File: src/rtl/core/grbf_pkg.sv
// ----------------------------------------------------------------------------
// grbf_pkg
// Shared types and constants of the Gaussian RBF activation engine.
// ----------------------------------------------------------------------------
package grbf_pkg;

	localparam logic [30:0] ONE_Q30  = 31'h4000_0000;
	localparam logic [22:0] Q_LIMIT  = 23'h05_0000;

	typedef enum logic [1:0] {
		REG_BASIS_COUNT = 2'd0,
		REG_DIM_COUNT   = 2'd1,
		REG_NORMALIZE   = 2'd2,
		REG_ASYMMETRIC  = 2'd3
	} reg_idx_t;

	typedef enum logic [3:0] {
		ST_IDLE,
		ST_RD,       // issue table reads for (b,d)
		ST_RD2,      // read of previous basis width
		ST_DIV,      // a<<16 / w, bit serial
		ST_SQ,       // u = q*q>>7
		ST_HORN_M,   // p*u>>30
		ST_HORN_D,   // /k by reciprocal
		ST_POW,      // four squarings
		ST_PROD,     // prod*factor
		ST_ACT,      // round, write scratch
		ST_OUT_RD,   // read scratch
		ST_OUT_DIV,  // normalize division
		ST_OUT       // present beat
	} state_t;

endpackage

File: src/rtl/core/grbf_cfg.sv
// ----------------------------------------------------------------------------
// grbf_cfg
// APB register file: basis count, dimension count, mode bits.
// ----------------------------------------------------------------------------
module grbf_cfg (
	input  logic        clk,
	input  logic        arst_n,
	input  logic        psel,
	input  logic        penable,
	input  logic        pwrite,
	input  logic [3:0]  paddr,
	input  logic [31:0] pwdata,
	output logic [31:0] prdata,
	output logic [4:0]  basis_count_q,
	output logic [2:0]  dim_count_q,
	output logic        normalize_q,
	output logic        asymmetric_q
);
	import grbf_pkg::*;

	reg_idx_t idx;
	assign idx = reg_idx_t'(paddr[3:2]);

	always_ff @(posedge clk or negedge arst_n) begin
		if (!arst_n) begin
			basis_count_q <= 5'd1;
			dim_count_q   <= 3'd1;
			normalize_q   <= 1'b0;
			asymmetric_q  <= 1'b0;
		end else if (psel && penable && pwrite) begin
			unique case (idx)
				REG_BASIS_COUNT: basis_count_q <= pwdata[4:0];
				REG_DIM_COUNT:   dim_count_q   <= pwdata[2:0];
				REG_NORMALIZE:   normalize_q   <= pwdata[0];
				REG_ASYMMETRIC:  asymmetric_q  <= pwdata[0];
				default: ;
			endcase
		end
	end

	always_comb begin
		unique case (idx)
			REG_BASIS_COUNT: prdata = {27'd0, basis_count_q};
			REG_DIM_COUNT:   prdata = {29'd0, dim_count_q};
			REG_NORMALIZE:   prdata = {31'd0, normalize_q};
			REG_ASYMMETRIC:  prdata = {31'd0, asymmetric_q};
			default:         prdata = '0;
		endcase
	end
endmodule

File: config.mk
export PLATFORM = sky130hd
export DESIGN_NAME = grbf_cfg
export DESIGN_NICKNAME = d
export VERILOG_FILES = /design/src/rtl/core/grbf_pkg.sv /design/src/rtl/core/grbf_cfg.sv
export SDC_FILE = /design/constraint.sdc
export NUM_CORES = 1
export LEC_CHECK = 0
export ABC_AREA = 0
export BUFFER_PORTS_ARGS = -buffer_cell sky130_fd_sc_hd__buf_2
export CAP_MARGIN = 20
export CORE_MARGIN = 5
export CORE_UTILIZATION = 36
export DETAILED_ROUTE_END_ITERATION = 8
export PLACE_DENSITY = 0.84
export SLEW_MARGIN = 0
export SYNTH_ARGS = -nofsm -noshare
export SYNTH_HDL_FRONTEND = slang
export SYNTH_SLANG_ARGS = --single-unit
File: constraint.sdc
create_clock -name clk -period 1.4 [get_ports clk]
set_input_delay 0.07 -clock clk [delete_from_list [all_inputs] [get_ports clk]]
set_output_delay 0.07 -clock clk [all_outputs]
set_load 0.005 [all_outputs]
# Word-level counts from Yosys, hierarchy flattened
# Index checks and enable logic that the tools add are counted.
[totals]
inputBits = 41
out_inout_bits = 42
word_cells = 15
register_bits = 10
[op_classes]
mux = 1
eq_ne = 3
n_reduce_logical = 7
[op_table]
columns = ["operator", "count"]
rows = [
  ["one-hot mux 32 bit (4 select lines)", 1],
  ["AND reduction 2 bit", 4],
  ["== test 2 bit (second input constant)", 2],
  ["== test 2 x 1 -> 1 bit (second input constant)", 1],
  ["logical AND 1 bit", 2],
  ["zero test 2 bit", 1],
]

# Logic depth before layout (Yosys ltp)
# Gate-level depths: netlist of the first run.
[logic_depth]
word_depth = 3
mapped_depth = 4
mapped_depth_nobuf = 3

# Least setup slack after synthesis of the first run
# No wires, ideal clock.
[synth_path]
kind = "reg-to-output"
start = "register normalize_q"
end = "output port prdata[0]"
stages_incl_launch_ff = 2
required_time_ns = 1.330
path_buffers = 0
arrival_ns = 0.875
setup_slack_ns = 0.455
cell_sequence = "dfrtp_1 mux4_1"
[synth_between]
elab_chain_cells = 1
[synth_rtl]
columns = ["item", "line_no", "source"]
rows = [
  ["start, declared", "grbf_cfg.sv:16", "output logic normalize_q,"],
  ["start signal, assigned", "grbf_cfg.sv:34", "REG_NORMALIZE: normalize_q <= pwdata[0];"],
  ["one-hot mux 32 bit (4 select lines)", "grbf_cfg.sv:42", "unique case (idx)"],
  ["end, declared", "grbf_cfg.sv:13", "output logic [31:0] prdata,"],
]
# No other way between the ends. The select of a mux whose other input is x is not followed.

# Final worst setup path of the first run
# Ends and elaborated chain as after synthesis.

==> impl_metrics.json, run 1 <==
{
  "yosys.area_share.adder_pct": 0,
  "die_w_um": 55.4,
  "vdd_drop_max_mv": 0.708,
  "post_drt_wl_per_cell_um": 10.7,
  "tritoncts": "built",
  "critPathArrivalTime_ns": 1.27,
  "overflow": 0,
  "power_uw": 899,
  "min_path_type": "primary input to register",
  "endpoint": "prdata[0]",
  "rows": 16,
  "synth_top_area_share_pct": 27.3,
  "path_class": "register to output pin",
  "cts_resized": 0,
  "antenna_found_initial": 0,
  "status": "finished clean",
  "via_per_inst": 3.98,
  "dieArea_sq_um": 3070,
  "num_vias": 474,
  "dp_hpwl_um": 1060,
  "min_period_ns": 1.34,
  "ys_types": 18,
  "wl_um": 1280,
  "power_leakage_nw": 0.471,
  "setup.worst_path.start": "normalize_q",
  "r2r_cells": 1,
  "setup_ws_ns": 0.0572,
  "synthSimpleGateAreaFrac_pct": 12.6,
  "drive_above_1_share_pct": 53.3,
  "yosysTopAreaCell": "buf_4",
  "ys_seq_area_share_pct": 34.1,
  "slew_viol_final": 0,
  "cts-root-buf": "clkbuf_4",
  "dieHeight_um": 55.4,
  "max_freq_mhz": 745,
  "num_antenna_cells": 0,
  "timing.rr.start": "asymmetric_q",
  "dpl.cell_count": 114,
  "postSynthCellCount": 63,
  "syn_to_final_growth_pct": 11.3,
  "clk_latency_ns": 0.26,
  "synthesis.area_sq_um": 742,
  "slowest_delay_ns": 0.48,
  "gp_congestion": 0.719,
  "cp_max_fo": 3,
  "setup_viol": 0,
  "synth_warnings": 0,
  "fin_nets": 134,
  "r2r_slack_ns": 0.63,
  "hold_viol": 0,
  "synthXorXnorAreaFrac_pct": 0,
  "ios": 83,
  "grt_pass1_wl_um": 2010,
  "dpl_worst_slack_ns": 0.337,
  "drt-initial-drc-count": 8,
  "clock_path_buffers": 2,
  "cts-htree-levels": 1,
  "avgSynthCellArea_sq_um": 11.8,
  "r2r-end": "asymmetric_q",
  "worstPathCellList": "mux4_1 -> buf_2",
  "synth_top_family_by_area": "buffers and inverters",
  "ys_seq_elements": 10,
  "skew_ns": 0,
  "crit_path_end_kind": "output pin",
  "slowest_stage": "mux4_1",
  "path_clk_slew_ns": 0.06,
  "start_kind": "register",
  "min_period_over_period_pct": 95.9,
  "tns_ns": 0,
  "cts_hold_buf": 1,
  "muxShareOfSynthArea_pct": 23.9,
  "ant_nets": 0,
  "synth_compound_area_share_pct": 0,
  "grtUsageTotal_pct": 7.97,
  "cp.required_ns": 1.33,
  "cts_made_buffers": 3,
  "start_util_pct": 37.8,
  "portBuffers": 26,
  "fillers": 194,
  "multi_input_area_sq_um": 373,
  "drc": 0,
  "cts_setup_buffers": 0,
  "drtPass1Iterations": 2,
  "cts.sinks": 10,
  "rsz0062_at_grt": "no",
  "core_area_sq_um": 1960,
  "grt_max_degree": 11,
  "powerDensity_nw_per_um2": 1090,
  "grt_pass1_vias": 487,
  "synth_area_leaders": "buf_4 (27%), dfrtp_1 (27%), mux2_4 (10%)",
  "layout.cells.non_filler": 119,
  "max-cap-violations": 0,
  "regArea_sq_um": 253
}
-- report_power, final --
| group | total [mW] | internal [mW] | switching (mW) |
|---|---|---|---|
| clock network | 0.208 | 0.110 | 0.0977 |
| logic | 0.276 | 0.165 | 0.111 |
| registers | 0.416 | 0.367 | 0.0489 |
| total | 0.899 | 0.641 | 0.258 |
-- through the flow --
step | utilization [%] | hold slack [ns] | area, sq um
floorplan | - | -0.226 | 840
global placement | 40.2 | -0.0651 | 790
detailed placement | 40.2 | -0.0627 | 790
CTS | 42.1 | 0.0302 | 826
global route | 42.1 | 0.0311 | 826
finish | 42.1 | 0.0377 | 826
-- critical path, delay by kind of cell, from the launching register on --
kind	cells	cell delay, ns
mux	1	0.48
buf+inv	1	0.14
flops	1	0.39
-- metal layers --
metal  up-vias  share of wire, %  wire (um)  GRT usage (%)
met2        36                49        624           14.5
li1        212                 -          -              -
met5         -                 0          0              0
met1       224                36        462           7.93
met3         2                13        164           1.86
met4         0               1.8         23           5.21
-- flip-flops by register name, summed over array words and instances (netlist names) --
signal and flops:
dim_count_q 3, asymmetric_q 1, basis_count_q 5, normalize_q 1
-- cell families (layout without fill, tap and decap cells) --
group,Yosys count,count (layout)
AND/OR/NAND/NOR,11,11
flip-flops,10,10
buffers and inverters,28,31
other,1,27
multiplexers,13,13
-- cells in the mapped netlist --
cell type and instances:
buf_4 27, dfstp_2 2, mux2i_1 2, and3_2 1, conb_1 1, nand2_4 1, nor3b_4 1, buf_6 1
nand3_1 1, mux4_1 1, nor3b_2 1, dfrtp_1 8, nor2_1 2, and2_2 2, nand3_2 1, mux2_4 5
mux2_2 5, nor2_2 1
-- final cells by class --
type | count | area share (%)
well taps | 27 | 4.09
multi-input cells | 51 | 45.2
repair buffers | 27 | 17.0
clock buffers | 4 | 3.18
flip-flops and latches | 10 | 30.6
-- worst min path at each step --
stage | from | endpoint | slack (ns) | depth (start not counted)
2_1_floorplan | arst_n | asymmetric_q | -0.23 | 0
3_3_place_gp | arst_n | normalize_q | -0.07 | 1
3_5_place_dp | arst_n | normalize_q | -0.06 | 1
4_1_cts | pwdata[4] | basis_count_q[4] | 0.03 | 2
5_1_grt | pwdata[3] | basis_count_q[3] | 0.03 | 2
6_report | pwdata[4] | basis_count_q[4] | 0.04 | 2
-- cell usage in the layout (no fill, tap or decap) --
cell type	n
mux2_2	5
nor3b_4	1
nor3b_2	1
and3_2	1
dlygate4sd3_1	1
nor2_2	1
clkbuf_1	1
buf_2	26
dfrtp_1	8
nand2_4	1
mux4_1	1
nor2_1	2
mux2_4	5
conb_1	27
nand3_1	1
dfstp_2	2
clkbuf_4	3
and2_2	2
mux2i_1	2
nand3_2	1
Power figures use the tool's default switching activity.
==> inputs of run 2 (changes only) <==
- CORE_UTILIZATION: 36 -> 33
- CTS_CLUSTER_SIZE: default -> 25
- PLACE_DENSITY: 0.84 -> 0.78
- clock period: 1.4 -> 1.3 ns (I/O delays scaled with it)
==> impl_metrics.json, run 2 (synthesis gave the netlist of run 1 again) <==
{
  "status": "complete, but fails checks",
  "violations": "negative setup slack",
  "wl_um": 1330,
  "path_clk_slew_ns": 0.07,
  "fin_nets": 135,
  "cts_made_buffers": 3,
  "min_period_ns": 1.33,
  "final_cell_mix": "conb_1 (27), buf_2 (26), dfrtp_1 (8)",
  "cts-root-buf": "clkbuf_4",
  "reg_top3": "basis_count_q: 5 flops, dim_count_q: 3 flops",
  "share_seq_of_total_power_pct": 45.5,
  "dieArea_sq_um": 3300,
  "p_int_uw": 700,
  "clkPwrFrac_pct": 23.0,
  "drive_above_1_share_pct": 54.8,
  "drc": 0,
  "ios": 83,
  "grt_pass1_vias": 476,
  "fin_area_sq_um": 831,
  "portBuffers": 26,
  "crit_path_end_kind": "output pin",
  "min_path_type": "primary input to register",
  "grt_max_degree": 11,
  "setup_ws_ns": -0.0296,
  "start_util_pct": 34.2,
  "fin_util_pct": 38.3,
  "cp.required_ns": 1.24,
  "via_per_inst": 3.83,
  "drtPass1Iterations": 3,
  "worstPathCellList": "mux4_2 -> buf_2",
  "rsz0062_at_grt": "yes",
  "slowest_delay_ns": 0.46,
  "vdd_drop_max_mv": 0.583,
  "largest_reg_flops": 5,
  "die_w_um": 57.4,
  "r2r_slack_ns": 0.43,
  "skew_ns": 0,
  "ant_nets": 0,
  "start_kind": "register",
  "grtUsageTotal_pct": 8.06,
  "setup_viol": 1,
  "crit_family": "multiplexers",
  "clk_latency_ns": 0.27,
  "dp_hpwl_um": 1110,
  "slowest_stage": "mux4_2",
  "cp_max_fo": 3,
  "grt_pass1_wl_um": 2050,
  "min_period_over_period_pct": 102,
  "p_sw_share_pct": 29.0,
  "num_antenna_cells": 0,
  "cts-htree-levels": 1,
  "power_leakage_nw": 0.471,
  "hold_viol": 0,
  "syn_to_final_growth_pct": 12.0,
  "num_vias": 464,
  "drt-initial-drc-count": 1,
  "combPwrFrac_pct": 31.5,
  "core_area_sq_um": 2170,
  "p_switching_uw": 285,
  "clock_path_buffers": 2,
  "overflow": 0,
  "placed_area_sq_um": 791,
  "path_class": "register to output pin",
  "antenna_found_initial": 0,
  "largest_register": "basis_count_q",
  "dieHeight_um": 57.4,
  "cts.sinks": 10,
  "cp_num_buf_inv": 1,
  "max-cap-violations": 0,
  "power_uw": 986,
  "slew_viol_final": 0,
  "max_freq_mhz": 752,
  "final_common_cell": "conb_1",
  "tritoncts": "built",
  "powerDensity_nw_per_um2": 1190,
  "critPathArrivalTime_ns": 1.26,
  "rows": 17,
  "gp_congestion": 0.738,
  "post_drt_wl_per_cell_um": 11.0
}
-- run 2: area by class of cell --
| class | instances | area (sq um) |
|---|---|---|
| Multi-Input combinational cell | 51 | 369 |
| Tap cell | 28 | 35.0 |
| Clock buffer | 4 | 26.3 |
| Fill cell | 232 | 1340 |
| Timing Repair Buffer | 28 | 148 |
| Sequential cell | 10 | 253 |
-- run 2: power by group through the flow --
stage | clock network, mW | logic (mW) | registers (mW)
floorplan | 0 | 0.215 | 0.452
global placement | 0 | 0.294 | 0.447
detailed placement | 0 | 0.297 | 0.452
CTS | 0.235 | 0.314 | 0.448
global route | 0.251 | 0.348 | 0.463
finish | 0.227 | 0.311 | 0.448
-- run 2: through the flow --
step                hold WS (ns)  setup slack (ns)  cells  TNS (ns)
floorplan                 -0.231             0.360     89         0
global placement         -0.0689             0.240    115         0
detailed placement       -0.0637             0.255    115         0
CTS                       0.0243           -0.0360    121   -0.0360
global route              0.0328           -0.0835    121   -0.0835
finish                    0.0307           -0.0296    121   -0.0296
-- run 2: worst paths after layout --
kind,startpoint,end,depth (start not counted)
worst max-delay path,asymmetric_q,prdata[0],2
worst min-delay path,pwdata[4],basis_count_q[4],2
worst max register to register,normalize_q,normalize_q,2
worst min register to register,basis_count_q[4],basis_count_q[4],1
max in group asynchronous,arst_n,basis_count_q[0],2
min in group asynchronous,arst_n,dim_count_q[2],2
-- run 2: what timing repair did --
item / in CTS / in global routing
cloned: 0 / 0
pin swaps: 0 / 0
endpoints found under the setup margin: 1 / 1
hold buffers: 1 / 0
endpoints found under the hold margin: 10 / 0
resized for setup: 1 / 0
setup buffers: 1 / 0
-- run 2: layer usage --
layer,vias to the layer above,part of all wire (%),track usage [%]
met5,-,0,0
met3,2,14,2.49
met2,35,48,12.7
li1,215,-,-
met1,212,37,9.41
met4,0,1.1,4.97
