$ cat config.mk
export PLATFORM = sky130hd
export DESIGN_NAME = grbf_div
export DESIGN_NICKNAME = d
export VERILOG_FILES = /design/src/rtl/core/grbf_div.sv
export SDC_FILE = /design/constraint.sdc
export NUM_CORES = 1
export LEC_CHECK = 0
export BUFFER_PORTS_ARGS = -buffer_cell sky130_fd_sc_hd__buf_2
export CORE_UTILIZATION = 30
export DETAILED_ROUTE_END_ITERATION = 16
export PLACE_DENSITY = 0.54
export SETUP_SLACK_MARGIN = 0.3
export SLEW_MARGIN = 20
export SYNTH_ARGS = -nofsm -noshare
export SYNTH_HDL_FRONTEND = slang
export SYNTH_SLANG_ARGS = --single-unit
$ cat constraint.sdc
create_clock -name clk -period 5.8 [get_ports clk]
set_clock_uncertainty 0.1 [all_clocks]
set_input_delay 1.16 -clock clk [delete_from_list [all_inputs] [get_ports clk]]
set_output_delay 1.16 -clock clk [all_outputs]
set_load 0.01 [all_outputs]
$ cat src/rtl/core/grbf_div.sv
// ----------------------------------------------------------------------------
// grbf_div
// Restoring unsigned divider, one quotient bit per cycle.
// ----------------------------------------------------------------------------
module grbf_div #(
	parameter int NW = 48,
	parameter int DW = 32
) (
	input  logic          clk,
	input  logic          arst_n,
	input  logic          start,
	input  logic [NW-1:0] num,
	input  logic [DW-1:0] den,
	output logic          done,
	output logic [NW-1:0] quo
);
	localparam int CW = $clog2(NW + 1);

	logic [NW-1:0] n_q;
	logic [DW-1:0] d_q;
	logic [DW:0]   r_q;
	logic [CW-1:0] cnt_q;
	logic          run_q;
	logic [DW:0]   r_sh;
	logic          ge;

	assign r_sh = {r_q[DW-1:0], n_q[NW-1]};
	assign ge   = r_sh >= {1'b0, d_q};
	assign quo  = n_q;

	always_ff @(posedge clk or negedge arst_n) begin
		if (!arst_n) begin
			run_q <= 1'b0;
			cnt_q <= '0;
			done  <= 1'b0;
		end else begin
			done <= 1'b0;
			if (start) begin
				run_q <= 1'b1;
				cnt_q <= CW'(NW);
			end else if (run_q) begin
				cnt_q <= cnt_q - 1'b1;
				if (cnt_q == CW'(1)) begin
					run_q <= 1'b0;
					done  <= 1'b1;
				end
			end
		end
	end

	always_ff @(posedge clk) begin
		if (start) begin
			n_q <= num;
			d_q <= den;
			r_q <= '0;
		end else if (run_q) begin
			r_q <= ge ? (r_sh - {1'b0, d_q}) : r_sh;
			n_q <= {n_q[NW-2:0], ge};
		end
	end
endmodule

== Yosys cells after proc, flatten, opt, wreduce, memory -nomap -nowiden ==
Index checks and enable logic that the tools add are counted.
Word-level totals
  flip-flop bits (word level): 120
  output and inout port bits: 49
  logic and storage cells: 22
Operators by class
  add/sub/neg operators: 2
  order comparisons: 1
  equality and inequality tests: 1
  mux-type cells: 11
  reductions and logical operators: 1
Operators by type and width (count)
  $mux W48: 2
  $ge A33 B32 Y1: 1
  $mux W32: 1
  $sub A32 B32 Y32: 1
  $mux W6: 2
  $eq A6 B1 Y1 const B: 1
  $mux W1: 6
  $sub A6 B1 Y6 const B: 1
  $reduce_bool A2 Y1: 1

== Logic depth before layout (Yosys ltp) ==
Gate-level depths: netlist (run 1).
  depth in word-level cells: 4
  depth in mapped cells: 13

== Worst setup path before layout (run 1) ==
OpenSTA, ideal clock, no wires.
  path kind: input-to-reg
  from: input start
  to: register n_q[0] (netlist: quo[0]), enable pin
  library setup time: 0.402 ns
  arrival time: 2.605 ns
  required time: 5.298 ns
  path slack: 2.693 ns
  stages: 4
  path buffers: 2
  path through: clkbuf_1 nor2_1 clkbuf_1 inv_1
On the way
  longest elaborated chain between the ends: 1
RTL lines
  start, declared: line 11  | input logic start,
  $reduce_bool A2 Y1 (no source line)
  end signal, assigned: line 53  | n_q <= num;
  end signal, assigned: line 58  | n_q <= {n_q[NW-2:0], ge};
  end, declared: line 19  | logic [NW-1:0] n_q;
No other way between the ends.
A chain may end at the register's enable or synchronous reset.

== Final worst setup path (run 1) ==
  from: register d_q[1]
  to: register r_q[6]
On the way
  longest elaborated chain between the ends: 2
  elaborated cells between the ends (all ways): 3
  those cells by class: 1 x add/sub; 1 x order compare; 1 x mux
RTL lines
  start, declared: line 20  | logic [DW-1:0] d_q;
  start signal, assigned: line 54  | d_q <= den;
  $sub A32 B32 Y32 or $ge A33 B32 Y1 (tied branches): line 57, 28
  $mux W32 (*): line 57  | r_q <= ge ? (r_sh - {1'b0, d_q}) : r_sh;
  end signal, assigned: line 57
  end, declared: line 21  | logic [DW:0] r_q;
Mark *: on every way between the ends. The rest lies on a longest branch, timed or not.

==> results of run 1 <==
==> layout make-up <==
class / instances / area (um^2)
clock buffer: 17 / 425
clock inverter: 15 / 165
fill: 2129 / 13200
inverter: 45 / 169
multi-input combinational: 421 / 3030
sequential: 120 / 3240
tap: 275 / 344
timing repair buffer: 134 / 681
==> cells in the final DEF (no fill, tap or decap), types with 3 or more instances in the layout <==
cell	synthesis	final
a211oi_1	19	19
a21o_1	15	15
a21oi_1	38	38
a31oi_1	4	4
buf_2	3	130
buf_4	0	4
clkbuf_16	0	17
clkinv_4	0	4
dfrtp_1	8	8
dfxtp_1	32	32
edfxtp_1	80	80
ha_1	34	34
inv_1	45	44
inv_6	0	6
mux2_2	49	49
mux2i_1	18	18
nand2_1	52	52
nand2b_1	7	7
nand3_1	7	7
nand4_1	6	6
nor2_1	48	48
nor2b_1	6	6
nor3_1	7	7
o211ai_1	8	8
o21ai_0	31	31
o21ai_1	3	3
o221ai_1	4	4
o31ai_1	4	4
xnor2_1	18	18
xor2_1	16	16
==> synth_stat cells, drive strengths merged, types with 8 or more instances <==
cell	number	area, um^2
a21o	15	113
a211oi	19	143
inv	45	169
xnor2	18	158
nand2	53	201
mux2	49	552
dfxtp	32	641
edfxtp	80	2400
xor2	16	140
a21oi	38	190
nor2	48	180
ha	34	425
o211ai	9	81.3
o21ai	34	170
buf	8	60.1
dfrtp	8	200
clkbuf	16	61.3
mux2i	18	180
==> worst min path at each step <==
stage | from | to | cells past startpoint
floorplan | r_q[25] | r_q[25] | 2
global placement | r_q[28] | r_q[28] | 2
detailed placement | r_q[20] | r_q[20] | 2
CTS | r_q[20] | r_q[20] | 2
global route | r_q[25] | r_q[25] | 2
finish | r_q[20] | r_q[20] | 2
==> power by group <==
group | leakage (nW) | total, mW | switching (mW) | internal, mW
clock network | 0.289 | 1.07 | 0.430 | 0.641
registers | 1.18 | 1.20 | 0.112 | 1.09
logic | 2.00 | 1.43 | 0.803 | 0.624
total | 3.47 | 3.70 | 1.34 | 2.36
==> metal layers <==
layer,global-route usage,vias up,wire length (um)
li1,-,2481,-
met1,0.182,2357,7200
met2,0.245,125,7480
met3,0.0598,12,1150
met4,0.0475,2,133
met5,0,-,10
==> per-stage QoR <==
stage | setup WS [ps] | instances | power (mW) | hold WS, ps | util
after floorplan | 2690 | 610 | 2.33 | 346 | -
after global placement | 2150 | 995 | 2.65 | 379 | 0.352
after detailed placement | 2130 | 995 | 2.64 | 378 | 0.352
after CTS | 2190 | 1027 | 3.74 | 390 | 0.380
after global routing | 1900 | 1027 | 3.97 | 415 | 0.380
final | 2230 | 1027 | 3.70 | 387 | 0.380
==> cells by family after synthesis <==
kind of cell,count (synthesis)
multiplexers,67
flip-flops,120
AO/OA/AOI/OAI,140
buffers and inverters,69
XOR/XNOR,34
adder cells (fa/ha/maj),35
AND/OR/NAND/NOR,145
==> state kept, by name (all words and copies together), names as in the netlist <==
register  flops
quo          48
d_q          32
r_q          32
cnt_q         6
done          1
run_q         1
==> worst max-delay path, stage by stage, from the launching register on <==
cell	delay, ps
edfxtp_1	370
inv_1	60
ha_1	290
nor2b_1	170
o2111ai_1	160
a31oi_2	280
o211ai_1	180
a211o_1	340
o211ai_4	770
buf_4	380
mux2i_1	220
a211oi_1	90
==> out/qor.yml, run 1 <==
sta:
  max_slew_margin: 0.327
  fin_setup_tns_ps: 0
  worst_pin_slew_ps: 1010
  rsz0062_at_grt: "false"
  hold_viol_final: 0
  finalCriticalPeriod_ps: 3570
  fmax_ghz: 0.280
  setup_violations: 0
  slew_violations: 0
  finalCritPeriodShare: 0.615
clocking:
  path_clk_slew_ps: 60
  cts_buffers: 17
  cts_sinks: 120
  cts_hold_buf: 0
  htree_levels: 4
  clk_latency_ps: 420
  cts_tree: "yes"
  clockBufferDepth: 2
  cts_setup_buffers: 0
  ctsRootBufferMaster: "clkbuf_16"
  post_cts_resized: 0
global_routing:
  grt_max_degree: 63
  overflow: 0
  grt_pass1_wl_mm: 26.0
  grt_usage: 0.151
  antenna_found_initial: 2
  grt_pass1_vias: 5045
logic_synthesis:
  synth-simple-area-share: 0.100
  synth_edf_count: 80
  netlist-cell-type-count: 53
  synth_nets: 728
  synth-compound-area-share: 0.137
  synthAdderAreaFrac: 0.0678
  yosys_warnings: 0
  avgSynthCellArea_um2: 10.8
  syn_inst: 610
  synth_top_family_by_area: "compound AO/OA/AOI/OAI gates"
  muxShareOfSynthArea: 0.111
  synth-async-reset-ratio: 0.0667
  synth_xor_area_frac: 0.0454
  ys_seq_area_frac: 0.494
  netlist_area_um2: 6570
  synth.ff_latch_count: 120
  synth-main-ff-cell: "edfxtp_1"
finish:
  syn_to_final_growth_pct: 22.8
  final_area_um2: 8060
  antenna_cells: 0
  drive_above_1_share: 0.294
  finalNetCount: 857
route:
  drt_wl_total_mm: 16.0
  wl_per_cell_um: 15.5
  drc: 0
  routed-via-count: 4977
  drt_iter0_markers: 217
  ant_nets: 0
  via_per_inst: 4.85
  drtPass1Iterations: 4
run_status:
  status: "finished clean"
floorplan:
  die_area_um2: 22500
  die_x_um: 150
  fp-row-count: 53
  chipHeight_um: 150
  coreArea_um2: 21200
  start_util: 0.309
  pin_count: 132
placement:
  gp_congestion: 0.790
  port_buffers: 131
  dpl_cell_area_um2: 7470
  dp_hpwl_mm: 11.4
power:
  vdd_drop_max_mv: 0.169
  leakage_nw: 3.47
  power_density_nw_per_um2: 459
worst_setup_path:
  timing.rr.start: "d_q[1]"
  end_kind: "register"
  critPathRequiredTime_ps: 5960
  setup.worst_path.end: "r_q[6]"
  r2r-end: "r_q[6]"
  worstPathArrival_ps: 3730
  cp-start-kind: "register"
  rr_worst_depth: 11
  critical_path_class: "reg -> reg"
  r2r_slack_ps: 2230
  critPathMaxFanout: 27
  crit_start: "d_q[1]"
hold_path:
  min-delay-path-class: "reg -> reg"
job:
  maxCapViolations: 0
(Power assumes the default switching activity.)
==> run 2, diff against run 1 <==
--- a/config.mk
+++ b/config.mk
@@ -5,10 +5,11 @@
 export SDC_FILE = /design/constraint.sdc
 export NUM_CORES = 1
 export LEC_CHECK = 0
+export ABC_AREA = 1
 export BUFFER_PORTS_ARGS = -buffer_cell sky130_fd_sc_hd__buf_2
 export CORE_UTILIZATION = 30
 export DETAILED_ROUTE_END_ITERATION = 16
-export PLACE_DENSITY = 0.54
+export PLACE_DENSITY = 0.55
 export SETUP_SLACK_MARGIN = 0.3
 export SLEW_MARGIN = 20
 export SYNTH_ARGS = -nofsm -noshare
==> constraint.sdc (replaced) <==
create_clock -name clk -period 2.9 [get_ports clk]
set_clock_uncertainty 0.1 [all_clocks]
set_input_delay 0.58 -clock clk [delete_from_list [all_inputs] [get_ports clk]]
set_output_delay 0.58 -clock clk [all_outputs]
set_load 0.01 [all_outputs]
==> run 2 against run 1 <==
- count of clock-buffer cells in the layout grew 1
- area after synthesis grew 15%
- global-route usage increased by 1.9 points
- register-to-register slack worse by 1700 ps
- die area increased by 15%
- worst setup slack got worse by 1700 ps
- sequential power is 89% higher
- critical path type unchanged
==> out/qor.yml, run 2 <==
run_status:
  status: "finished clean"
logic_synthesis:
  netlist_area_um2: 7530  # +15%
  synth.most_common_cell: "nand2_1"
  synth.ff_latch_count: 120  # unchanged
  syn_inst: 1058  # +73%
  ys_seq_area_frac: 0.430  # -0.0635
  synth_nets: 1176  # +62%
  synth-main-ff-cell: "edfxtp_1"
  synth_edf_count: 80  # unchanged
  synth-async-reset-ratio: 0.0667  # unchanged
  yosys_warnings: 0  # unchanged
  avgSynthCellArea_um2: 7.12  # -34%
  synth_commonest_cells: "nand2_1, inv_1, nand3_1, edfxtp_1, nor2_1"
  netlist_top_cells_area: "edfxtp_1, nand2_1, inv_1, dfxtp_1, ha_1"
  yosys.area.top_type: "edfxtp_1"
  netlist-cell-type-count: 35  # -34%
  yosysTopAreaCellShare: 0.319  # -0.0470
floorplan:
  coreArea_um2: 24500  # +15%
  pin_count: 132  # unchanged
  start_util: 0.308  # -0.00141
  die_area_um2: 25700  # +15%
  fp-row-count: 57  # +7.5%
  die_x_um: 160  # +7.0%
  chipHeight_um: 160  # +7.0%
clocking:
  cts_buffers: 17  # unchanged
  clk_latency_ps: 430  # about the same
  cts_tree: "yes"
  cts_setup_buffers: 0  # unchanged
  cts_sinks: 120  # unchanged
  ctsRootBufferMaster: "clkbuf_16"
  htree_levels: 4  # unchanged
  path_clk_slew_ps: 70  # about the same
  clockBufferDepth: 2  # unchanged
sta:
  finalCritPeriodShare: 0.826  # +0.211
  setup_violations: 0  # unchanged
  hold_viol_final: 0  # unchanged
  slew_violations: 0  # unchanged
  worst_pin_slew_ps: 484  # -524 ps
  max_slew_margin: 0.677  # +0.350
  fin_setup_tns_ps: 0  # unchanged
  rsz0062_at_grt: "false"
  fmax_ghz: 0.417  # +49%
  timing.final.ws_setup_ps: 504  # -1730 ps
  finalCriticalPeriod_ps: 2400  # -1170 ps
global_routing:
  grt_pass1_vias: 6705  # +33%
  grt_max_degree: 58  # -7.9%
  overflow: 0  # unchanged
  grt_pass1_wl_mm: 34.1  # +31%
  antenna_found_initial: 0  # -2
  grt_usage: 0.170  # +0.0185
power:
  p_seq_frac: 0.311  # -0.014
  power_density_nw_per_um2: 798  # +74%
  switching_share: 0.392  # +0.0286
  p_clk_frac: 0.290  # about the same
  p_sw_mw: 2.86  # +110%
  leakage_nw: 4.93  # +42%
  combPwrFrac: 0.400  # +0.014
  vdd_drop_max_mv: 0.355  # +110%
  p_int_mw: 4.44  # +89%
worst_setup_path:
  worstPathArrival_ps: 2620  # -1110 ps
  end_kind: "register"
  critical_path_class: "reg -> reg"
  critPathMaxFanout: 15  # -44%
  critPathRequiredTime_ps: 3130  # -2830 ps
  cp-start-kind: "register"
route:
  via_per_inst: 4.46  # -8.0%
  wl_per_cell_um: 13.6  # -12%
  drt_iter0_markers: 430  # +98%
  drc: 0  # unchanged
  ant_nets: 0  # unchanged
  routed-via-count: 6825  # +37%
  drtPass1Iterations: 7  # +3
  drt_wl_total_mm: 20.9  # +31%
finish:
  most-common-layout-cells: "nand2_1, inv_1, buf_2, nand3_1, edfxtp_1"
  layout_commonest_cell: "nand2_1"
  largest_reg_flops: 48  # unchanged
  finalNetCount: 1312  # +53%
  antenna_cells: 0  # unchanged
  drive_above_1_share: 0.157  # -0.137
  syn_to_final_growth_pct: 21.5
placement:
  dp_hpwl_mm: 15.5  # +36%
  gp_congestion: 0.924  # +17%
  place_ws_ps: 443  # -1690 ps
  port_buffers: 131  # unchanged
hold_path:
  min-delay-path-class: "in -> reg"
job:
  maxCapViolations: 0  # unchanged
## run 2: cell types whose count changed in the layout (fill, tap and decap cells not counted), moves of 8 or more
cell      delta
nand3b_1    +16
inv_1      +137
nand3_1     +74
xor2_1      -15
nor2_1       -8
mux2i_1     -18
mux2_2      -49
a211oi_1    -19
a21o_1      -15
a21oi_1     -14
o211ai_1     -8
nand2_1    +410
o21ai_0     -23
## run 2: layout make-up
type | instances | area [um^2]
fill | 2648 | 15300
multi-input combinational | 728 | 3470
sequential | 120 | 3240
timing repair buffer | 143 | 771
inverter | 184 | 691
clock buffer | 18 | 429
tap | 324 | 405
clock inverter | 14 | 149
## run 2: routing by layer
metal,part of all wire,routed length (um),vias up,GRT usage
met4,0.017,353,0,0.0541
li1,-,-,3556,-
met2,0.44,9270,191,0.271
met5,0,0,-,0
met3,0.072,1490,24,0.0537
met1,0.47,9740,3054,0.216
## run 2: logic make-up (layout without fill, tap and decap cells)
kind of cell | after synthesis | count (layout) | synth area share
DFF | 120 | 120 | 0.430
xor gates and xnor gates | 14 | 14 | 0.0163
adders and majority gates | 35 | 35 | 0.0591
buffers and inverters | 210 | 359 | 0.111
and+or+nand+nor | 631 | 631 | 0.349
AOI/OAI and AO/OA | 48 | 48 | 0.0344
## run 2: repair_timing
action | in CTS | in global routing
hold endpoints to repair | 8 | 0
resized for setup | 0 | 3
hold buffers | 1 | 0
endpoints found under the setup margin | 0 | 25
## run 2: through the flow
step | instances | area (um^2) | utilization | power (mW) | hold slack (ps)
floorplan | 1058 | 7530 | - | 4.45 | 184
global placement | 1498 | 8550 | 0.350 | 5.18 | 336
detailed placement | 1498 | 8550 | 0.350 | 5.18 | 336
CTS | 1531 | 9140 | 0.374 | 7.35 | 206
global route | 1531 | 9160 | 0.374 | 7.88 | 211
finish | 1531 | 9160 | 0.374 | 7.31 | 227
## run 2: critical path: stages (launching register included)
cell	delay (ps)
edfxtp_1	320
inv_1	50
ha_1	340
nand2_1	160
inv_1	50
nand2_1	60
nand2_1	70
inv_1	70
nand3_2	150
nand2_1	140
nand2_2	70
nand2_2	130
buf_4	270
nand3_1	120
nand2_1	80
inv_1	40
nand2_1	40
nand2_1	40
## run 2: power groups by stage
stage	Combinational, mW	Sequential (mW)	Clock [mW]
after detailed placement	2.88	2.30	0
after floorplan	2.15	2.30	0
after global routing	3.34	2.30	2.24
after CTS	2.90	2.27	2.17
final	2.92	2.27	2.12
after global placement	2.88	2.30	0
## run 2: final timing paths
| kind | from | to | slack (ps) | cells after the start |
|---|---|---|---|---|
| worst max-delay path | d_q[8] | r_q[27] | 500 | 17 |
| worst min-delay path | den[1] | d_q[1] | 230 | 1 |
| worst max register to register | d_q[8] | r_q[27] | 500 | 17 |
| worst min register to register | r_q[31] | r_q[31] | 370 | 2 |
| max in group asynchronous | arst_n | run_q | 2070 | 2 |
| min in group asynchronous | arst_n | cnt_q[3] | 440 | 2 |
==> run 3, diff against run 2 <==
--- a/config.mk
+++ b/config.mk
@@ -9,7 +9,7 @@
 export BUFFER_PORTS_ARGS = -buffer_cell sky130_fd_sc_hd__buf_2
 export CORE_UTILIZATION = 30
 export DETAILED_ROUTE_END_ITERATION = 16
-export PLACE_DENSITY = 0.55
+export PLACE_DENSITY = 0.53
 export SETUP_SLACK_MARGIN = 0.3
 export SLEW_MARGIN = 20
 export SYNTH_ARGS = -nofsm -noshare
==> constraint.sdc (replaced) <==
create_clock -name clk -period 2.4 [get_ports clk]
set_clock_uncertainty 0.1 [all_clocks]
set_input_delay 0.48 -clock clk [delete_from_list [all_inputs] [get_ports clk]]
set_output_delay 0.48 -clock clk [all_outputs]
set_load 0.01 [all_outputs]
==> run 3 against run 2 <==
- total power up 45%
- via count up 4.4%
- count of clock-buffer cells in the layout down 1
- first-iteration DRC count down 12%
- global-route usage up 0.92 points
- core utilization up 5.7 points
- largest power group unchanged
==> out/qor.yml, run 3 (same netlist as run 2, synthesis figures left out) <==
clocking:
  path_clk_slew_ps: 70  # about the same
  cts_tree: "yes"
  cts_buffers: 17  # unchanged
  clk_latency_ps: 430  # about the same
  clockBufferDepth: 2  # unchanged
  htree_levels: 4  # unchanged
  ctsRootBufferMaster: "clkbuf_16"
  cts_sinks: 120  # unchanged
global_routing:
  grt_pass1_wl_mm: 36.1  # +5.7%
  antenna_found_initial: 0  # unchanged
  overflow: 0  # unchanged
  grt_usage: 0.179  # +0.00923
  grt_max_degree: 58  # unchanged
  grt_pass1_vias: 6912  # +3.1%
floorplan:
  coreArea_um2: 24500  # unchanged
  die_x_um: 160  # unchanged
  chipHeight_um: 160  # unchanged
  die_area_um2: 25700  # unchanged
  pin_count: 132  # unchanged
  start_util: 0.308  # unchanged
  fp-row-count: 57  # unchanged
sta:
  rsz0062_at_grt: "true"
  holdWs_ps: 116  # -111 ps
  fin_setup_tns_ps: 0  # unchanged
  setup_violations: 0  # unchanged
  max_slew_margin: 0.698  # +0.0211
  hold_viol_final: 0  # unchanged
  slew_violations: 0  # unchanged
  worst_pin_slew_ps: 448  # -35.8 ps
  finalCritPeriodShare: 0.910  # +0.0839
  finalCriticalPeriod_ps: 2180  # -212 ps
  fmax_ghz: 0.458  # +9.7%
worst_setup_path:
  crit_start: "d_q[19]"
  end_kind: "register"
  worstPathArrival_ps: 2410  # -210 ps
  critPathRequiredTime_ps: 2620  # -510 ps
  critical_path_class: "reg -> reg"
  critPathMaxFanout: 6  # -9
  timing.rr.start: "d_q[19]"
  cp-start-kind: "register"
route:
  ant_nets: 0  # unchanged
  via_per_inst: 4.51  # +1.1%
  routed-via-count: 7124  # +4.4%
  drt_iter0_markers: 377  # -12%
  drtPass1Iterations: 5  # -2
  drc: 0  # unchanged
  wl_per_cell_um: 14.4  # +6.0%
  drt_wl_total_mm: 22.8  # +9.4%
power:
  power_density_nw_per_um2: 1000  # +26%
  leakage_nw: 5.37  # +9.1%
  power_mw: 10.6  # +45%
  vdd_drop_max_mv: 0.436  # +23%
placement:
  dp_hpwl_mm: 15.8  # +2.2%
  port_buffers: 131  # unchanged
  place_inst: 1514  # +1.1%
  gp_congestion: 0.906  # -2.0%
run_status:
  status: "finished clean"
finish:
  layout_commonest_cell: "nand2_1"
  antenna_cells: 0  # unchanged
  finalNetCount: 1361  # +3.7%
  syn_to_final_growth_pct: 40.0
  post-route-util: 0.431  # +0.0568
  drive_above_1_share: 0.320  # +0.163
  fillers: 2498  # -5.7%
  fin_cells: 1580  # +3.2%
  largest_reg_flops: 48  # unchanged
  most-common-layout-cells: "nand2_1, inv_1, buf_2, edfxtp_1, nand3_1"
hold_path:
  min-delay-start: "den[15]"
  min-delay-path-class: "in -> reg"
job:
  maxCapViolations: 0  # unchanged
## run 3: worst max-delay path, stage by stage, from the launching register on
cell and delay, ps:
edfxtp_1 350, inv_2 50, ha_4 290, nand2_4 60
buf_6 120, nor2_4 110, nand2_2 80, nor4_4 210
nand2_4 130, nand2_4 100, buf_12 140, clkbuf_16 160
nand3_2 60, nand2_1 70, nand2_1 40
## run 3: timing repair
| action | CTS | global route |
|---|---|---|
| pin swaps | 30 | 49 |
| cloned | 2 | 4 |
| setup buffers | 19 | 8 |
| setup endpoints to repair | 33 | 33 |
| resized for setup | 115 | 89 |
| hold buffers | 1 | 0 |
| hold endpoints to repair | 8 | 0 |
## run 3: final timing paths
check	to	slack, ps	cells past startpoint
max	r_q[27]	220	14
max in group asynchronous	cnt_q[2]	1700	2
min reg2reg	r_q[31]	370	2
min in group asynchronous	done	320	2
min	d_q[15]	120	1
max reg2reg	r_q[27]	220	14
## run 3: stage by stage
| stage | cell area [um^2] | worst slack, ps |
|---|---|---|
| 6_report | 10500 | 216 |
| 3_5_place_dp | 8720 | -50.7 |
| 3_3_place_gp | 8720 | -49.1 |
| 2_1_floorplan | 7540 | 352 |
| 5_1_grt | 10500 | 104 |
| 4_1_cts | 10100 | 234 |
## run 3: metal layers
layer / track usage / part of all wire / vias up
li1: - / - / 3659
met1: 0.231 / 0.46 / 3261
met2: 0.295 / 0.46 / 181
met3: 0.0457 / 0.058 / 23
met4: 0.0472 / 0.016 / 0
met5: 0 / 0 / -
## run 3: power breakdown
group	leakage (nW)	internal (mW)	switching, mW
Clock	0.283	1.47	1.13
Sequential	1.20	2.55	0.266
Combinational	3.89	2.33	2.82
## run 3: cell type report
type	count	area, um^2	area share
multi-input combinational	728	4280	0.406
sequential	120	3240	0.308
timing repair buffer	192	1350	0.128
inverter	184	691	0.0655
clock buffer	17	425	0.0403
tap	324	405	0.0384
clock inverter	15	154	0.0146
